--- src/hdl/kts_pkg.sv ---
`timescale 1ns / 1ps
// ----------------------------------------------------------------------------
// kts_pkg
// Shared constants and register codes of the Kalman trajectory stabilizer.
// ----------------------------------------------------------------------------
package kts_pkg;

   localparam int FRAC_BITS_DEF = 16;
   localparam int ACC_WIDTH_DEF = 48;
   localparam int DET_LIMIT_DEF = 20;

   localparam int MOTION_W   = 32;
   localparam int DET_W      = 12;
   localparam int NOISE_W    = 32;
   localparam int VAR_W      = 32;
   localparam int PP_W       = 33;
   localparam int DEN_W      = 34;
   localparam int CHUNK_W    = 32;
   localparam int CSR_DATA_W = 32;
   localparam int CSR_IDX_W  = 2;
   localparam int AXES       = 3;
   localparam int AXIS_W     = 2;

   localparam logic [NOISE_W-1:0] PROCESS_NOISE_RST = 32'd262;
   localparam logic [NOISE_W-1:0] MEASURE_NOISE_RST = 32'd16384;

   typedef enum logic [CSR_IDX_W-1:0] {
      CSR_KALMAN_ENABLE      = 2'd0,
      CSR_DETECT_COMP_ENABLE = 2'd1,
      CSR_PROCESS_NOISE      = 2'd2,
      CSR_MEASURE_NOISE      = 2'd3
   } csr_index_type;

endpackage

--- src/hdl/kts_if.sv ---
`timescale 1ns / 1ps
// ----------------------------------------------------------------------------
// kts_if
// Request and response channels with valid/ready transfer.
// ----------------------------------------------------------------------------
interface kts_req_if;
   logic                                valid;
   logic                                ready;
   logic signed [kts_pkg::MOTION_W-1:0] motion_dx;
   logic signed [kts_pkg::MOTION_W-1:0] motion_dy;
   logic signed [kts_pkg::MOTION_W-1:0] motion_da;
   logic signed [kts_pkg::DET_W-1:0]    det_dx;
   logic signed [kts_pkg::DET_W-1:0]    det_dy;

   modport source (output valid, output motion_dx, output motion_dy, output motion_da,
                   output det_dx, output det_dy, input ready);
   modport sink (input valid, input motion_dx, input motion_dy, input motion_da,
                 input det_dx, input det_dy, output ready);
endinterface

interface kts_rsp_if;
   logic                                valid;
   logic                                ready;
   logic signed [kts_pkg::MOTION_W-1:0] corr_dx;
   logic signed [kts_pkg::MOTION_W-1:0] corr_dy;
   logic signed [kts_pkg::MOTION_W-1:0] corr_da;

   modport source (output valid, output corr_dx, output corr_dy, output corr_da,
                   input ready);
   modport sink (input valid, input corr_dx, input corr_dy, input corr_da,
                 output ready);
endinterface

--- src/hdl/kts_div.sv ---
`timescale 1ns / 1ps
// ----------------------------------------------------------------------------
// kts_div
// Restoring divider for the Kalman gain, one quotient bit per cycle.
// ----------------------------------------------------------------------------
module kts_div #(
   parameter int FRAC_BITS = kts_pkg::FRAC_BITS_DEF
) (
   input  logic                         clock,
   input  logic                         reset,
   input  logic                         start,
   input  logic [kts_pkg::PP_W-1:0]     numer,
   input  logic [kts_pkg::DEN_W-1:0]    denom,
   output logic                         done,
   output logic [FRAC_BITS:0]           quot
);

   localparam int CNT_W = $clog2(FRAC_BITS + 1);

   logic                        busy_ff, busy_in;
   logic                        done_ff, done_in;
   logic [CNT_W-1:0]            cnt_ff, cnt_in;
   logic [kts_pkg::DEN_W:0]     rem_ff, rem_in;
   logic [kts_pkg::DEN_W-1:0]   den_ff, den_in;
   logic [FRAC_BITS:0]          quot_ff, quot_in;
   logic                        ge;
   logic [kts_pkg::DEN_W:0]     rem_step;

   assign ge       = rem_ff >= {1'b0, den_ff};
   assign rem_step = ge ? (rem_ff - {1'b0, den_ff}) : rem_ff;

   always_comb begin
      busy_in = busy_ff;
      done_in = 1'b0;
      cnt_in  = cnt_ff;
      rem_in  = rem_ff;
      den_in  = den_ff;
      quot_in = quot_ff;
      if (start) begin
         busy_in = 1'b1;
         cnt_in  = CNT_W'(FRAC_BITS);
         rem_in  = {2'b00, numer};
         den_in  = denom;
         quot_in = '0;
      end else if (busy_ff) begin
         rem_in  = {rem_step[kts_pkg::DEN_W-1:0], 1'b0};
         quot_in = {quot_ff[FRAC_BITS-1:0], ge};
         if (cnt_ff == '0) begin
            busy_in = 1'b0;
            done_in = 1'b1;
         end else begin
            cnt_in = cnt_ff - 1'b1;
         end
      end
   end

   always_ff @(posedge clock) begin
      if (reset) begin
         busy_ff <= 1'b0;
         done_ff <= 1'b0;
         cnt_ff  <= '0;
      end else begin
         busy_ff <= busy_in;
         done_ff <= done_in;
         cnt_ff  <= cnt_in;
         rem_ff  <= rem_in;
         den_ff  <= den_in;
         quot_ff <= quot_in;
      end
   end

   assign done = done_ff;
   assign quot = quot_ff;

endmodule

--- src/hdl/kts_mul.sv ---
`timescale 1ns / 1ps
// ----------------------------------------------------------------------------
// kts_mul
// Shared 32-bit by gain-width multiplier with registered product.
// ----------------------------------------------------------------------------
module kts_mul #(
   parameter int FRAC_BITS = kts_pkg::FRAC_BITS_DEF
) (
   input  logic                                      clock,
   input  logic [kts_pkg::CHUNK_W-1:0]               a,
   input  logic [FRAC_BITS:0]                        b,
   output logic [kts_pkg::CHUNK_W+FRAC_BITS:0]       p
);

   localparam int PW = kts_pkg::CHUNK_W + FRAC_BITS + 1;

   logic [PW-1:0] prod_ff, prod_in;

   assign prod_in = PW'(a) * PW'(b);

   always_ff @(posedge clock) begin
      prod_ff <= prod_in;
   end

   assign p = prod_ff;

endmodule

--- src/hdl/kalman_trajectory_stabilizer_top.sv ---
`timescale 1ns / 1ps
// ----------------------------------------------------------------------------
// kalman_trajectory_stabilizer_top
// Per-frame motion smoothing with a shared scalar Kalman filter on three axes.
// ----------------------------------------------------------------------------
// One frame is taken at a time; req_bus.ready is high only while the block is
// idle. With the filter running, the work on a frame is done by the gain
// divider, which makes one quotient bit per cycle (FRAC_BITS+1 steps), and by
// the single 32-bit multiplier, which scales the three estimate steps and the
// variance one 32-bit chunk per cycle, over NCH = ceil(max(ACC_WIDTH+1, 33)/32)
// chunks. The first frame after reset, with the filter on, only accumulates the
// trajectory and clears the estimates, and a frame with the filter off goes
// straight to the output stage. A finished result waits in the output register
// while the next frame is taken.
// ----------------------------------------------------------------------------
module kalman_trajectory_stabilizer_top #(
   parameter int FRAC_BITS = kts_pkg::FRAC_BITS_DEF,
   parameter int ACC_WIDTH = kts_pkg::ACC_WIDTH_DEF,
   parameter int DET_LIMIT = kts_pkg::DET_LIMIT_DEF
) (
   input  logic                               clock,
   input  logic                               reset,
   kts_req_if.sink                            req_bus,
   kts_rsp_if.source                          rsp_bus,
   input  logic                               csr_we,
   input  logic [kts_pkg::CSR_IDX_W-1:0]      csr_index,
   input  logic [kts_pkg::CSR_DATA_W-1:0]     csr_wdata
);

   localparam int MW   = kts_pkg::MOTION_W;
   localparam int DTW  = kts_pkg::DET_W;
   localparam int M_W  = ((DTW + FRAC_BITS > MW) ? DTW + FRAC_BITS : MW) + 1;
   localparam int TW   = ((ACC_WIDTH > M_W) ? ACC_WIDTH : M_W) + 1;
   localparam int DW   = ACC_WIDTH + 1;
   localparam int OPN  = (DW > kts_pkg::PP_W) ? DW : kts_pkg::PP_W;
   localparam int CKW  = kts_pkg::CHUNK_W;
   localparam int NCH  = (OPN + CKW - 1) / CKW;
   localparam int OPW  = NCH * CKW;
   localparam int AW   = OPW + FRAC_BITS + 1;
   localparam int OW   = ((DW > M_W) ? DW : M_W) + 2;
   localparam int CW   = $clog2(NCH + 1);
   localparam int VW   = kts_pkg::VAR_W;
   localparam int NW   = kts_pkg::NOISE_W;
   localparam int AXW  = kts_pkg::AXIS_W;
   localparam int AXES = kts_pkg::AXES;

   localparam logic signed [TW-1:0] ACC_MAX_T = TW'({1'b0, {(ACC_WIDTH-1){1'b1}}});
   localparam logic signed [TW-1:0] ACC_MIN_T = -ACC_MAX_T - 1;
   localparam logic signed [OW-1:0] OUT_MAX   = OW'(2147483647);
   localparam logic signed [OW-1:0] OUT_MIN   = -OUT_MAX - 1;
   localparam logic [FRAC_BITS:0]   ONE_K     = {1'b1, {FRAC_BITS{1'b0}}};
   localparam logic [VW-1:0]        VAR_ONE   = VW'(ONE_K);
   localparam logic [AW-1:0]        VAR_CAP   = AW'({VW{1'b1}});
   localparam logic [AXW-1:0]       LAST_AXIS = AXW'(AXES - 1);
   localparam logic [CW-1:0]        LAST_CK   = CW'(NCH);

   typedef enum logic [3:0] {
      S_IDLE, S_TRAJ, S_DIV_GO, S_DIV_WAIT, S_EST_LOAD, S_EST_MUL, S_EST_UPD,
      S_VAR_LOAD, S_VAR_MUL, S_VAR_UPD, S_OUT, S_FIN
   } state_type;

   state_type                    state_ff, state_in;
   logic                         kal_en_ff, kal_en_in;
   logic                         det_en_ff, det_en_in;
   logic [NW-1:0]                q_ff, q_in;
   logic [NW-1:0]                r_ff, r_in;
   logic signed [ACC_WIDTH-1:0]  traj_ff [AXES], traj_in [AXES];
   logic signed [ACC_WIDTH-1:0]  est_ff [AXES], est_in [AXES];
   logic [VW-1:0]                var_ff, var_in;
   logic                         first_ff, first_in;
   logic signed [M_W-1:0]        m_ff [AXES], m_in [AXES];
   logic                         filt_ff, filt_in;
   logic                         skip_ff, skip_in;
   logic [AXW-1:0]               axis_ff, axis_in;
   logic [FRAC_BITS:0]           k_ff, k_in;
   logic [FRAC_BITS:0]           kmul_ff, kmul_in;
   logic [OPW-1:0]               op_ff, op_in;
   logic [AW-1:0]                acc_ff, acc_in;
   logic [CW-1:0]                chunk_ff, chunk_in;
   logic                         neg_ff, neg_in;
   logic [MW-1:0]                res_ff [AXES], res_in [AXES];
   logic                         rsp_valid_ff, rsp_valid_in;
   logic [MW-1:0]                corr_dx_ff, corr_dx_in;
   logic [MW-1:0]                corr_dy_ff, corr_dy_in;
   logic [MW-1:0]                corr_da_ff, corr_da_in;

   logic [DTW-1:0]               det_x_abs, det_y_abs;
   logic                         det_use;
   logic signed [M_W-1:0]        m_new [AXES];
   logic signed [ACC_WIDTH-1:0]  x_cur, z_cur;
   logic signed [M_W-1:0]        m_cur;
   logic signed [TW-1:0]         tsum;
   logic signed [ACC_WIDTH-1:0]  tsat;
   logic signed [DW-1:0]         dlt;
   logic [DW-1:0]                dmag;
   logic [DW-1:0]                step;
   logic [DW-1:0]                x_next;
   logic [kts_pkg::PP_W-1:0]     pp;
   logic [kts_pkg::DEN_W-1:0]    den;
   logic [AW-1:0]                np;
   logic signed [OW-1:0]         osum;
   logic [MW-1:0]                osat;
   logic                         div_start;
   logic                         div_done;
   logic [FRAC_BITS:0]           div_quot;
   logic [CKW+FRAC_BITS:0]       mul_p;

   kts_div #(
      .FRAC_BITS (FRAC_BITS)
   ) u_div (
      .clock (clock),
      .reset (reset),
      .start (div_start),
      .numer (pp),
      .denom (den),
      .done  (div_done),
      .quot  (div_quot)
   );

   kts_mul #(
      .FRAC_BITS (FRAC_BITS)
   ) u_mul (
      .clock (clock),
      .a     (op_ff[OPW-1 -: CKW]),
      .b     (kmul_ff),
      .p     (mul_p)
   );

   // detector offset gate and compensated motion
   assign det_x_abs = req_bus.det_dx[DTW-1] ? DTW'(-req_bus.det_dx) : DTW'(req_bus.det_dx);
   assign det_y_abs = req_bus.det_dy[DTW-1] ? DTW'(-req_bus.det_dy) : DTW'(req_bus.det_dy);
   assign det_use   = det_en_ff
                      && (det_x_abs != '0) && (det_x_abs < DTW'(DET_LIMIT))
                      && (det_y_abs != '0) && (det_y_abs < DTW'(DET_LIMIT));

   assign m_new[0] = M_W'(req_bus.motion_dx)
                     + (det_use ? (M_W'(req_bus.det_dx) <<< FRAC_BITS) : M_W'(0));
   assign m_new[1] = M_W'(req_bus.motion_dy)
                     + (det_use ? (M_W'(req_bus.det_dy) <<< FRAC_BITS) : M_W'(0));
   assign m_new[2] = M_W'(req_bus.motion_da);

   // per-axis datapath
   assign x_cur = est_ff[axis_ff];
   assign z_cur = traj_ff[axis_ff];
   assign m_cur = m_ff[axis_ff];

   assign tsum = TW'(z_cur) + TW'(m_cur);

   always_comb begin
      if (tsum > ACC_MAX_T) begin
         tsat = ACC_WIDTH'(ACC_MAX_T);
      end else if (tsum < ACC_MIN_T) begin
         tsat = ACC_WIDTH'(ACC_MIN_T);
      end else begin
         tsat = ACC_WIDTH'(tsum);
      end
   end

   assign dlt    = DW'(z_cur) - DW'(x_cur);
   assign dmag   = dlt[DW-1] ? DW'(-dlt) : DW'(dlt);
   assign step   = DW'(acc_ff >> FRAC_BITS);
   assign x_next = neg_ff ? (DW'(x_cur) - step) : (DW'(x_cur) + step);

   assign pp  = kts_pkg::PP_W'(var_ff) + kts_pkg::PP_W'(q_ff);
   assign den = kts_pkg::DEN_W'(pp) + kts_pkg::DEN_W'(r_ff);
   assign np  = acc_ff >> FRAC_BITS;

   assign osum = OW'(m_cur) + (filt_ff ? (OW'(x_cur) - OW'(z_cur)) : OW'(0));

   always_comb begin
      if (osum > OUT_MAX) begin
         osat = MW'(OUT_MAX);
      end else if (osum < OUT_MIN) begin
         osat = MW'(OUT_MIN);
      end else begin
         osat = MW'(osum);
      end
   end

   // sequencer
   always_comb begin
      state_in     = state_ff;
      kal_en_in    = kal_en_ff;
      det_en_in    = det_en_ff;
      q_in         = q_ff;
      r_in         = r_ff;
      traj_in      = traj_ff;
      est_in       = est_ff;
      var_in       = var_ff;
      first_in     = first_ff;
      m_in         = m_ff;
      filt_in      = filt_ff;
      skip_in      = skip_ff;
      axis_in      = axis_ff;
      k_in         = k_ff;
      kmul_in      = kmul_ff;
      op_in        = op_ff;
      acc_in       = acc_ff;
      chunk_in     = chunk_ff;
      neg_in       = neg_ff;
      res_in       = res_ff;
      rsp_valid_in = rsp_valid_ff;
      corr_dx_in   = corr_dx_ff;
      corr_dy_in   = corr_dy_ff;
      corr_da_in   = corr_da_ff;
      div_start    = 1'b0;

      if (csr_we) begin
         case (kts_pkg::csr_index_type'(csr_index))
            kts_pkg::CSR_KALMAN_ENABLE:      kal_en_in = csr_wdata[0];
            kts_pkg::CSR_DETECT_COMP_ENABLE: det_en_in = csr_wdata[0];
            kts_pkg::CSR_PROCESS_NOISE:      q_in      = NW'(csr_wdata);
            kts_pkg::CSR_MEASURE_NOISE:      r_in      = NW'(csr_wdata);
            default: ;
         endcase
      end

      if (rsp_valid_ff && rsp_bus.ready) begin
         rsp_valid_in = 1'b0;
      end

      case (state_ff)
         S_IDLE: begin
            if (req_bus.valid) begin
               m_in     = m_new;
               filt_in  = kal_en_ff;
               skip_in  = first_ff;
               first_in = 1'b0;
               axis_in  = '0;
               state_in = kal_en_ff ? S_TRAJ : S_OUT;
            end
         end
         S_TRAJ: begin
            traj_in[axis_ff] = tsat;
            if (axis_ff == LAST_AXIS) begin
               axis_in = '0;
               if (skip_ff) begin
                  for (int i = 0; i < AXES; i++) begin
                     est_in[i] = '0;
                  end
                  var_in   = VAR_ONE;
                  state_in = S_OUT;
               end else begin
                  state_in = S_DIV_GO;
               end
            end else begin
               axis_in = axis_ff + 1'b1;
            end
         end
         S_DIV_GO: begin
            div_start = 1'b1;
            state_in  = S_DIV_WAIT;
         end
         S_DIV_WAIT: begin
            if (div_done) begin
               k_in     = (den == '0) ? '0 : div_quot;
               axis_in  = '0;
               state_in = S_EST_LOAD;
            end
         end
         S_EST_LOAD: begin
            op_in    = OPW'(dmag);
            neg_in   = dlt[DW-1];
            kmul_in  = k_ff;
            acc_in   = '0;
            chunk_in = '0;
            state_in = S_EST_MUL;
         end
         S_EST_MUL, S_VAR_MUL: begin
            op_in = op_ff << CKW;
            if (chunk_ff != '0) begin
               acc_in = (acc_ff << CKW) + AW'(mul_p);
            end
            if (chunk_ff == LAST_CK) begin
               state_in = (state_ff == S_EST_MUL) ? S_EST_UPD : S_VAR_UPD;
            end else begin
               chunk_in = chunk_ff + 1'b1;
            end
         end
         S_EST_UPD: begin
            est_in[axis_ff] = ACC_WIDTH'(x_next);
            if (axis_ff == LAST_AXIS) begin
               state_in = S_VAR_LOAD;
            end else begin
               axis_in  = axis_ff + 1'b1;
               state_in = S_EST_LOAD;
            end
         end
         S_VAR_LOAD: begin
            op_in    = OPW'(pp);
            kmul_in  = ONE_K - k_ff;
            acc_in   = '0;
            chunk_in = '0;
            state_in = S_VAR_MUL;
         end
         S_VAR_UPD: begin
            var_in   = (np > VAR_CAP) ? {VW{1'b1}} : VW'(np);
            axis_in  = '0;
            state_in = S_OUT;
         end
         S_OUT: begin
            res_in[axis_ff] = osat;
            if (axis_ff == LAST_AXIS) begin
               state_in = S_FIN;
            end else begin
               axis_in = axis_ff + 1'b1;
            end
         end
         S_FIN: begin
            if (!rsp_valid_ff || rsp_bus.ready) begin
               rsp_valid_in = 1'b1;
               corr_dx_in   = res_ff[0];
               corr_dy_in   = res_ff[1];
               corr_da_in   = res_ff[2];
               state_in     = S_IDLE;
            end
         end
         default: state_in = S_IDLE;
      endcase
   end

   always_ff @(posedge clock) begin
      if (reset) begin
         state_ff     <= S_IDLE;
         kal_en_ff    <= 1'b1;
         det_en_ff    <= 1'b0;
         q_ff         <= kts_pkg::PROCESS_NOISE_RST;
         r_ff         <= kts_pkg::MEASURE_NOISE_RST;
         for (int i = 0; i < AXES; i++) begin
            traj_ff[i] <= '0;
            est_ff[i]  <= '0;
         end
         var_ff       <= VAR_ONE;
         first_ff     <= 1'b1;
         axis_ff      <= '0;
         chunk_ff     <= '0;
         filt_ff      <= 1'b0;
         skip_ff      <= 1'b0;
         rsp_valid_ff <= 1'b0;
      end else begin
         state_ff     <= state_in;
         kal_en_ff    <= kal_en_in;
         det_en_ff    <= det_en_in;
         q_ff         <= q_in;
         r_ff         <= r_in;
         traj_ff      <= traj_in;
         est_ff       <= est_in;
         var_ff       <= var_in;
         first_ff     <= first_in;
         m_ff         <= m_in;
         filt_ff      <= filt_in;
         skip_ff      <= skip_in;
         axis_ff      <= axis_in;
         k_ff         <= k_in;
         kmul_ff      <= kmul_in;
         op_ff        <= op_in;
         acc_ff       <= acc_in;
         chunk_ff     <= chunk_in;
         neg_ff       <= neg_in;
         res_ff       <= res_in;
         rsp_valid_ff <= rsp_valid_in;
         corr_dx_ff   <= corr_dx_in;
         corr_dy_ff   <= corr_dy_in;
         corr_da_ff   <= corr_da_in;
      end
   end

   assign req_bus.ready   = (state_ff == S_IDLE);
   assign rsp_bus.valid   = rsp_valid_ff;
   assign rsp_bus.corr_dx = corr_dx_ff;
   assign rsp_bus.corr_dy = corr_dy_ff;
   assign rsp_bus.corr_da = corr_da_ff;

endmodule

--- src/flat_wrapper.sv ---
// flat-port wrapper written by rule: the top's interface ports become plain ports
module kalman_trajectory_stabilizer_top_flat 
#(
   parameter int FRAC_BITS = kts_pkg::FRAC_BITS_DEF,
   parameter int ACC_WIDTH = kts_pkg::ACC_WIDTH_DEF,
   parameter int DET_LIMIT = kts_pkg::DET_LIMIT_DEF
)
  (clock, reset, csr_we, csr_index, csr_wdata, req_bus_valid, req_bus_motion_dx, req_bus_motion_dy, req_bus_motion_da, req_bus_det_dx, req_bus_det_dy, req_bus_ready, rsp_bus_valid, rsp_bus_corr_dx, rsp_bus_corr_dy, rsp_bus_corr_da, rsp_bus_ready);
  kts_req_if req_bus_i ();
  kts_rsp_if rsp_bus_i ();
  input  logic clock;
  input  logic reset;
  input  logic csr_we;
  input  logic [kts_pkg::CSR_IDX_W-1:0] csr_index;
  input  logic [kts_pkg::CSR_DATA_W-1:0] csr_wdata;
  input wire logic [$bits(req_bus_i.valid)-1:0] req_bus_valid;
  input wire logic [$bits(req_bus_i.motion_dx)-1:0] req_bus_motion_dx;
  input wire logic [$bits(req_bus_i.motion_dy)-1:0] req_bus_motion_dy;
  input wire logic [$bits(req_bus_i.motion_da)-1:0] req_bus_motion_da;
  input wire logic [$bits(req_bus_i.det_dx)-1:0] req_bus_det_dx;
  input wire logic [$bits(req_bus_i.det_dy)-1:0] req_bus_det_dy;
  output wire logic [$bits(req_bus_i.ready)-1:0] req_bus_ready;
  output wire logic [$bits(rsp_bus_i.valid)-1:0] rsp_bus_valid;
  output wire logic [$bits(rsp_bus_i.corr_dx)-1:0] rsp_bus_corr_dx;
  output wire logic [$bits(rsp_bus_i.corr_dy)-1:0] rsp_bus_corr_dy;
  output wire logic [$bits(rsp_bus_i.corr_da)-1:0] rsp_bus_corr_da;
  input wire logic [$bits(rsp_bus_i.ready)-1:0] rsp_bus_ready;
  assign req_bus_i.valid = req_bus_valid;
  assign req_bus_i.motion_dx = req_bus_motion_dx;
  assign req_bus_i.motion_dy = req_bus_motion_dy;
  assign req_bus_i.motion_da = req_bus_motion_da;
  assign req_bus_i.det_dx = req_bus_det_dx;
  assign req_bus_i.det_dy = req_bus_det_dy;
  assign req_bus_ready = req_bus_i.ready;
  assign rsp_bus_valid = rsp_bus_i.valid;
  assign rsp_bus_corr_dx = rsp_bus_i.corr_dx;
  assign rsp_bus_corr_dy = rsp_bus_i.corr_dy;
  assign rsp_bus_corr_da = rsp_bus_i.corr_da;
  assign rsp_bus_i.ready = rsp_bus_ready;
  kalman_trajectory_stabilizer_top #(.FRAC_BITS(FRAC_BITS), .ACC_WIDTH(ACC_WIDTH), .DET_LIMIT(DET_LIMIT)) u_core (.clock(clock), .reset(reset), .req_bus(req_bus_i), .rsp_bus(rsp_bus_i), .csr_we(csr_we), .csr_index(csr_index), .csr_wdata(csr_wdata));
endmodule
--- config.mk ---
export PLATFORM = sky130hd
export DESIGN_NAME = kalman_trajectory_stabilizer_top_flat
export DESIGN_NICKNAME = d
export VERILOG_FILES = /design/src/hdl/kts_pkg.sv /design/src/hdl/kts_if.sv /design/src/hdl/kts_div.sv /design/src/hdl/kts_mul.sv /design/src/hdl/kalman_trajectory_stabilizer_top.sv /design/src/flat_wrapper.sv
export SDC_FILE = /design/constraint.sdc
export NUM_CORES = 2
export LEC_CHECK = 0
export ABC_AREA = 1
export BUFFER_PORTS_ARGS = -buffer_cell sky130_fd_sc_hd__buf_2
export CAP_MARGIN = 20
export CORE_MARGIN = 2
export CORE_UTILIZATION = 25
export CTS_CLUSTER_DIAMETER = 150
export DETAILED_ROUTE_END_ITERATION = 16
export GPL_TIMING_DRIVEN = 0
export HOLD_SLACK_MARGIN = 0.1
export PLACE_DENSITY = 0.36
export SYNTH_ARGS = -nofsm -noshare
export SYNTH_HDL_FRONTEND = slang
export SYNTH_SLANG_ARGS = --single-unit
export TNS_END_PERCENT = 100
--- constraint.sdc ---
create_clock -name clock -period 10.4 [get_ports clock]
set_clock_uncertainty 0.1 [all_clocks]
set_input_delay 1.56 -clock clock [delete_from_list [all_inputs] [get_ports clock]]
set_output_delay 1.56 -clock clock [all_outputs]
set_load 0.05 [all_outputs]
==> metrics.txt <==
status=completed; layout cells sized above 1=~7.7%; CP arrival=10.22 ns; top achievable clock speed=~100 MHz; CP max stage cell=clkbuf_1; CTS tree=built; grt ovf=0; drt pass-1 iters=7; later-pin clock latency in the skew report=a little over 0.8 ns; die width=just under 600 um; # rows=214; CORE AREA=339000 um2; synth warn=0; critical path required time=~11 ns; largest net degree at the start of global routing=34; crit path buf inv count=6; leading area contributor after synthesis=edfxtp_1; Detailed Place HPWL=~340000 um; die area=between 300000 and 400000 um2; DP Worst Slack=roughly 0.42 ns; Tcrit/Tclk final=between 90% and 100%; most common cell after layout, fill and taps aside=nand2_1; Via Count=79500; # fillers=about 37000; Mapped Nets=between 10000 and 15000; dominant synthesized flop cell=edfxtp_1; initial antenna violation count=26; CTS Sinks=slightly above 1000; post-synth cell types=72; Area contributors post-synth=edfxtp_1 (20%), nand2_1 (11%), fa_1 (11%); P&R area growth vs syn=15.0%; Post-CTS Setup Inserts=0; Setup crit start=u_core.axis_ff[1]$_SDFFE_PP0P_; # DRC=0; Post-synth EDFFs=556; fin cells=~17000; drt wl/cell=~24 um; Final setup viols=0; Ports=between 200 and 300; post-synthesis sequential area ratio=a little under a third; worst hold-check path type=flip-flop to flip-flop; dpl cells=about 16000; clock slew at reported path FFs=about 0.06 ns; CTS Buf Count=~140; final WL=roughly 400000 um; worst flop-to-flop path endpoint=u_core.res_ff[37]$_DFFE_PP_; GP Congestion=~1; Final Cell Area=around 98000 um2; maximum fanout along the worst path=10; final hold viol count=0; CP top delay family=simple AND/OR/NAND/NOR gates; nets@finish=13100; measured slew at the worst slew-check pin=approximately 1.3 ns; Setup crit end=u_core.res_ff[37]$_DFFE_PP_; final antenna-violating net count=0; first-pass GRT wire length=between 500000 and 600000 um; final setup margin=about 0.56 ns; Port-buffer cells=between 200 and 300; Startpoint Class=flip-flop; GRT Util Overall=22.6%; vias per cell=around 4.8; Mean Syn Cell Area=7.42 um2; RSZ-0062 raised after global routing=no; Setup crit end kind=flip-flop; Starting Density=around 25%; H-tree levels=4; Max-Cap Viols=0; min Tclk post-route=between 9 and 10 ns; most frequent cells in the layout=nand2_1 (2596), inv_1 (1951), a21oi_1 (1004); vias in the first global route=78500; Slew Viols, Final=0; R2R depth=33; Worst slew margin=13.7%; Yosys top cell area share=between 10% and 20%; synthesis-stage register bit count=between 1000 and 1500; FF-to-FF Start=u_core.axis_ff[1]$_SDFFE_PP0P_; Post-Syn Instances=~11000; root buffer cell=clkbuf_16; Iteration-0 DRC Markers=between 6000 and 7000; Crit path largest cell delay=approximately 0.79 ns; WP depth=33; ys async rst share=0%; Clock Tree Buf Depth=4; Cell Area, Synth=~85000 um2; Placed Area=between 90000 and 100000 um2; chip height=587 um; Worst R2R Setup Slack=0.56 ns; Crit Path Class=flip-flop to flip-flop
cells in the mapped netlist (7+ instances only):
master     instances
nand2_2           83
a21oi_1         1005
inv_1           1951
nand3_1          480
o21a_1           132
inv_2             11
o21bai_1          37
buf_6             16
fa_1             460
dfxtp_1          454
a31oi_1           68
o21ai_1           20
nand3b_1          27
buf_2             30
or2_2            115
nand3_2            7
o211ai_1          34
o31ai_1           17
clkbuf_1         325
buf_4             18
edfxtp_1         556
o21ai_0          689
nand4_1           89
nor3_1            95
a21o_1            38
a211oi_1          13
ha_1             523
xnor2_1          124
nor2_4            12
o2111ai_1          8
xor2_1           222
nand2_1         2596
a32oi_1           46
nor4_1            31
buf_1             19
o22ai_1           10
nor2_1           947
nor2_2            46
a21boi_0          19
routing by layer:
layer | GRT usage [%] | vias to the layer above | routed length (um) | part of all wire, %
met5 | 0 | - | 82 | 0.020
met4 | 5.18 | 12 | 10300 | 2.6
met3 | 2.10 | 395 | 18600 | 4.6
met2 | 36.8 | 2218 | 182000 | 45
met1 | 32.1 | 39000 | 189000 | 47
li1 | - | 37800 | - | -
registers in the layout, summed over array words and instances, names as in the netlist, 34 cells and up:
signal	cells
u_core.acc_ff	81
u_core.op_ff	64
u_core.u_div.den_ff	34
u_core.est_ff	144
u_core.m_ff	98
u_core.u_div.rem_ff	35
u_core.traj_ff	144
u_core.u_mul.p	49
u_core.res_ff	96
logic make-up (layout without fill, tap and decap cells):
kind of cell	after synthesis	count (layout)	share of synthesized area (%)
adders and majority gates	983	983	18.5
other	0	10	0
DFF	1010	1010	30.3
xor gates and xnor gates	347	347	3.58
and+or+nand+nor	4557	4557	22.5
AOI/OAI and AO/OA	2185	2185	14.3
buffers and inverters	2378	2964	10.8
worst min-delay path by stage:
stage | to | depth (start not counted) | start
floorplan | u_core.rsp_bus.corr_da[0]$_DFFE_PP_ | 0 | u_core.res_ff[0]$_DFFE_PP_
global placement | u_core.rsp_bus.corr_dy[10]$_DFFE_PP_ | 0 | u_core.res_ff[42]$_DFFE_PP_
detailed placement | u_core.rsp_bus.corr_da[0]$_DFFE_PP_ | 0 | u_core.res_ff[0]$_DFFE_PP_
CTS | u_core.rsp_bus.corr_da[20]$_DFFE_PP_ | 0 | u_core.res_ff[20]$_DFFE_PP_
global route | u_core.rsp_bus.corr_dy[20]$_DFFE_PP_ | 0 | u_core.res_ff[52]$_DFFE_PP_
finish | u_core.rsp_bus.corr_dy[30]$_DFFE_PP_ | 0 | u_core.res_ff[62]$_DFFE_PP_
repair_timing:
action	in CTS	in global routing
hold buffers	0	0
endpoints found under the setup margin	0	90
resized for setup	0	3
metrics by stage:
step | TNS (ns) | hold WS [ns] | util [%]
detailed placement | 0 | 0.305 | 27.5
global placement | -787.03 | 0.305 | 27.1
global route | 0 | 0.321 | 28.8
floorplan | 0 | 0.300 | -
CTS | 0 | 0.311 | 28.8
finish | 0 | 0.315 | 28.8
area by class of cell:
cell class	instances	area (um2)	share of cell area (%)
Multi-Input combinational cell	8072	50200	51.4
Sequential cell	1010	25800	26.4
Inverter	1967	7380	7.55
Tap cell	4536	5680	5.81
Clock buffer	192	3830	3.91
Timing Repair Buffer	343	2370	2.42
Buffer	411	1780	1.82
Clock inverter	51	699	0.716
Antenna cell	10	25.0	0.0256
worst register-to-register path: cells and delay by family, from the launching register on:
family / cells / cell delay, ns
buffers and inverters: 6 / 2.84
adder cells (fa/ha/maj): 2 / 0.86
AND/OR/NAND/NOR: 16 / 2.95
flip-flops: 1 / 0.34
AO/OA/AOI/OAI: 9 / 2.47
Power is left out: the tool's default activity adds up to more than one toggle a clock period on the data nets, which glitch-free logic cannot reach.
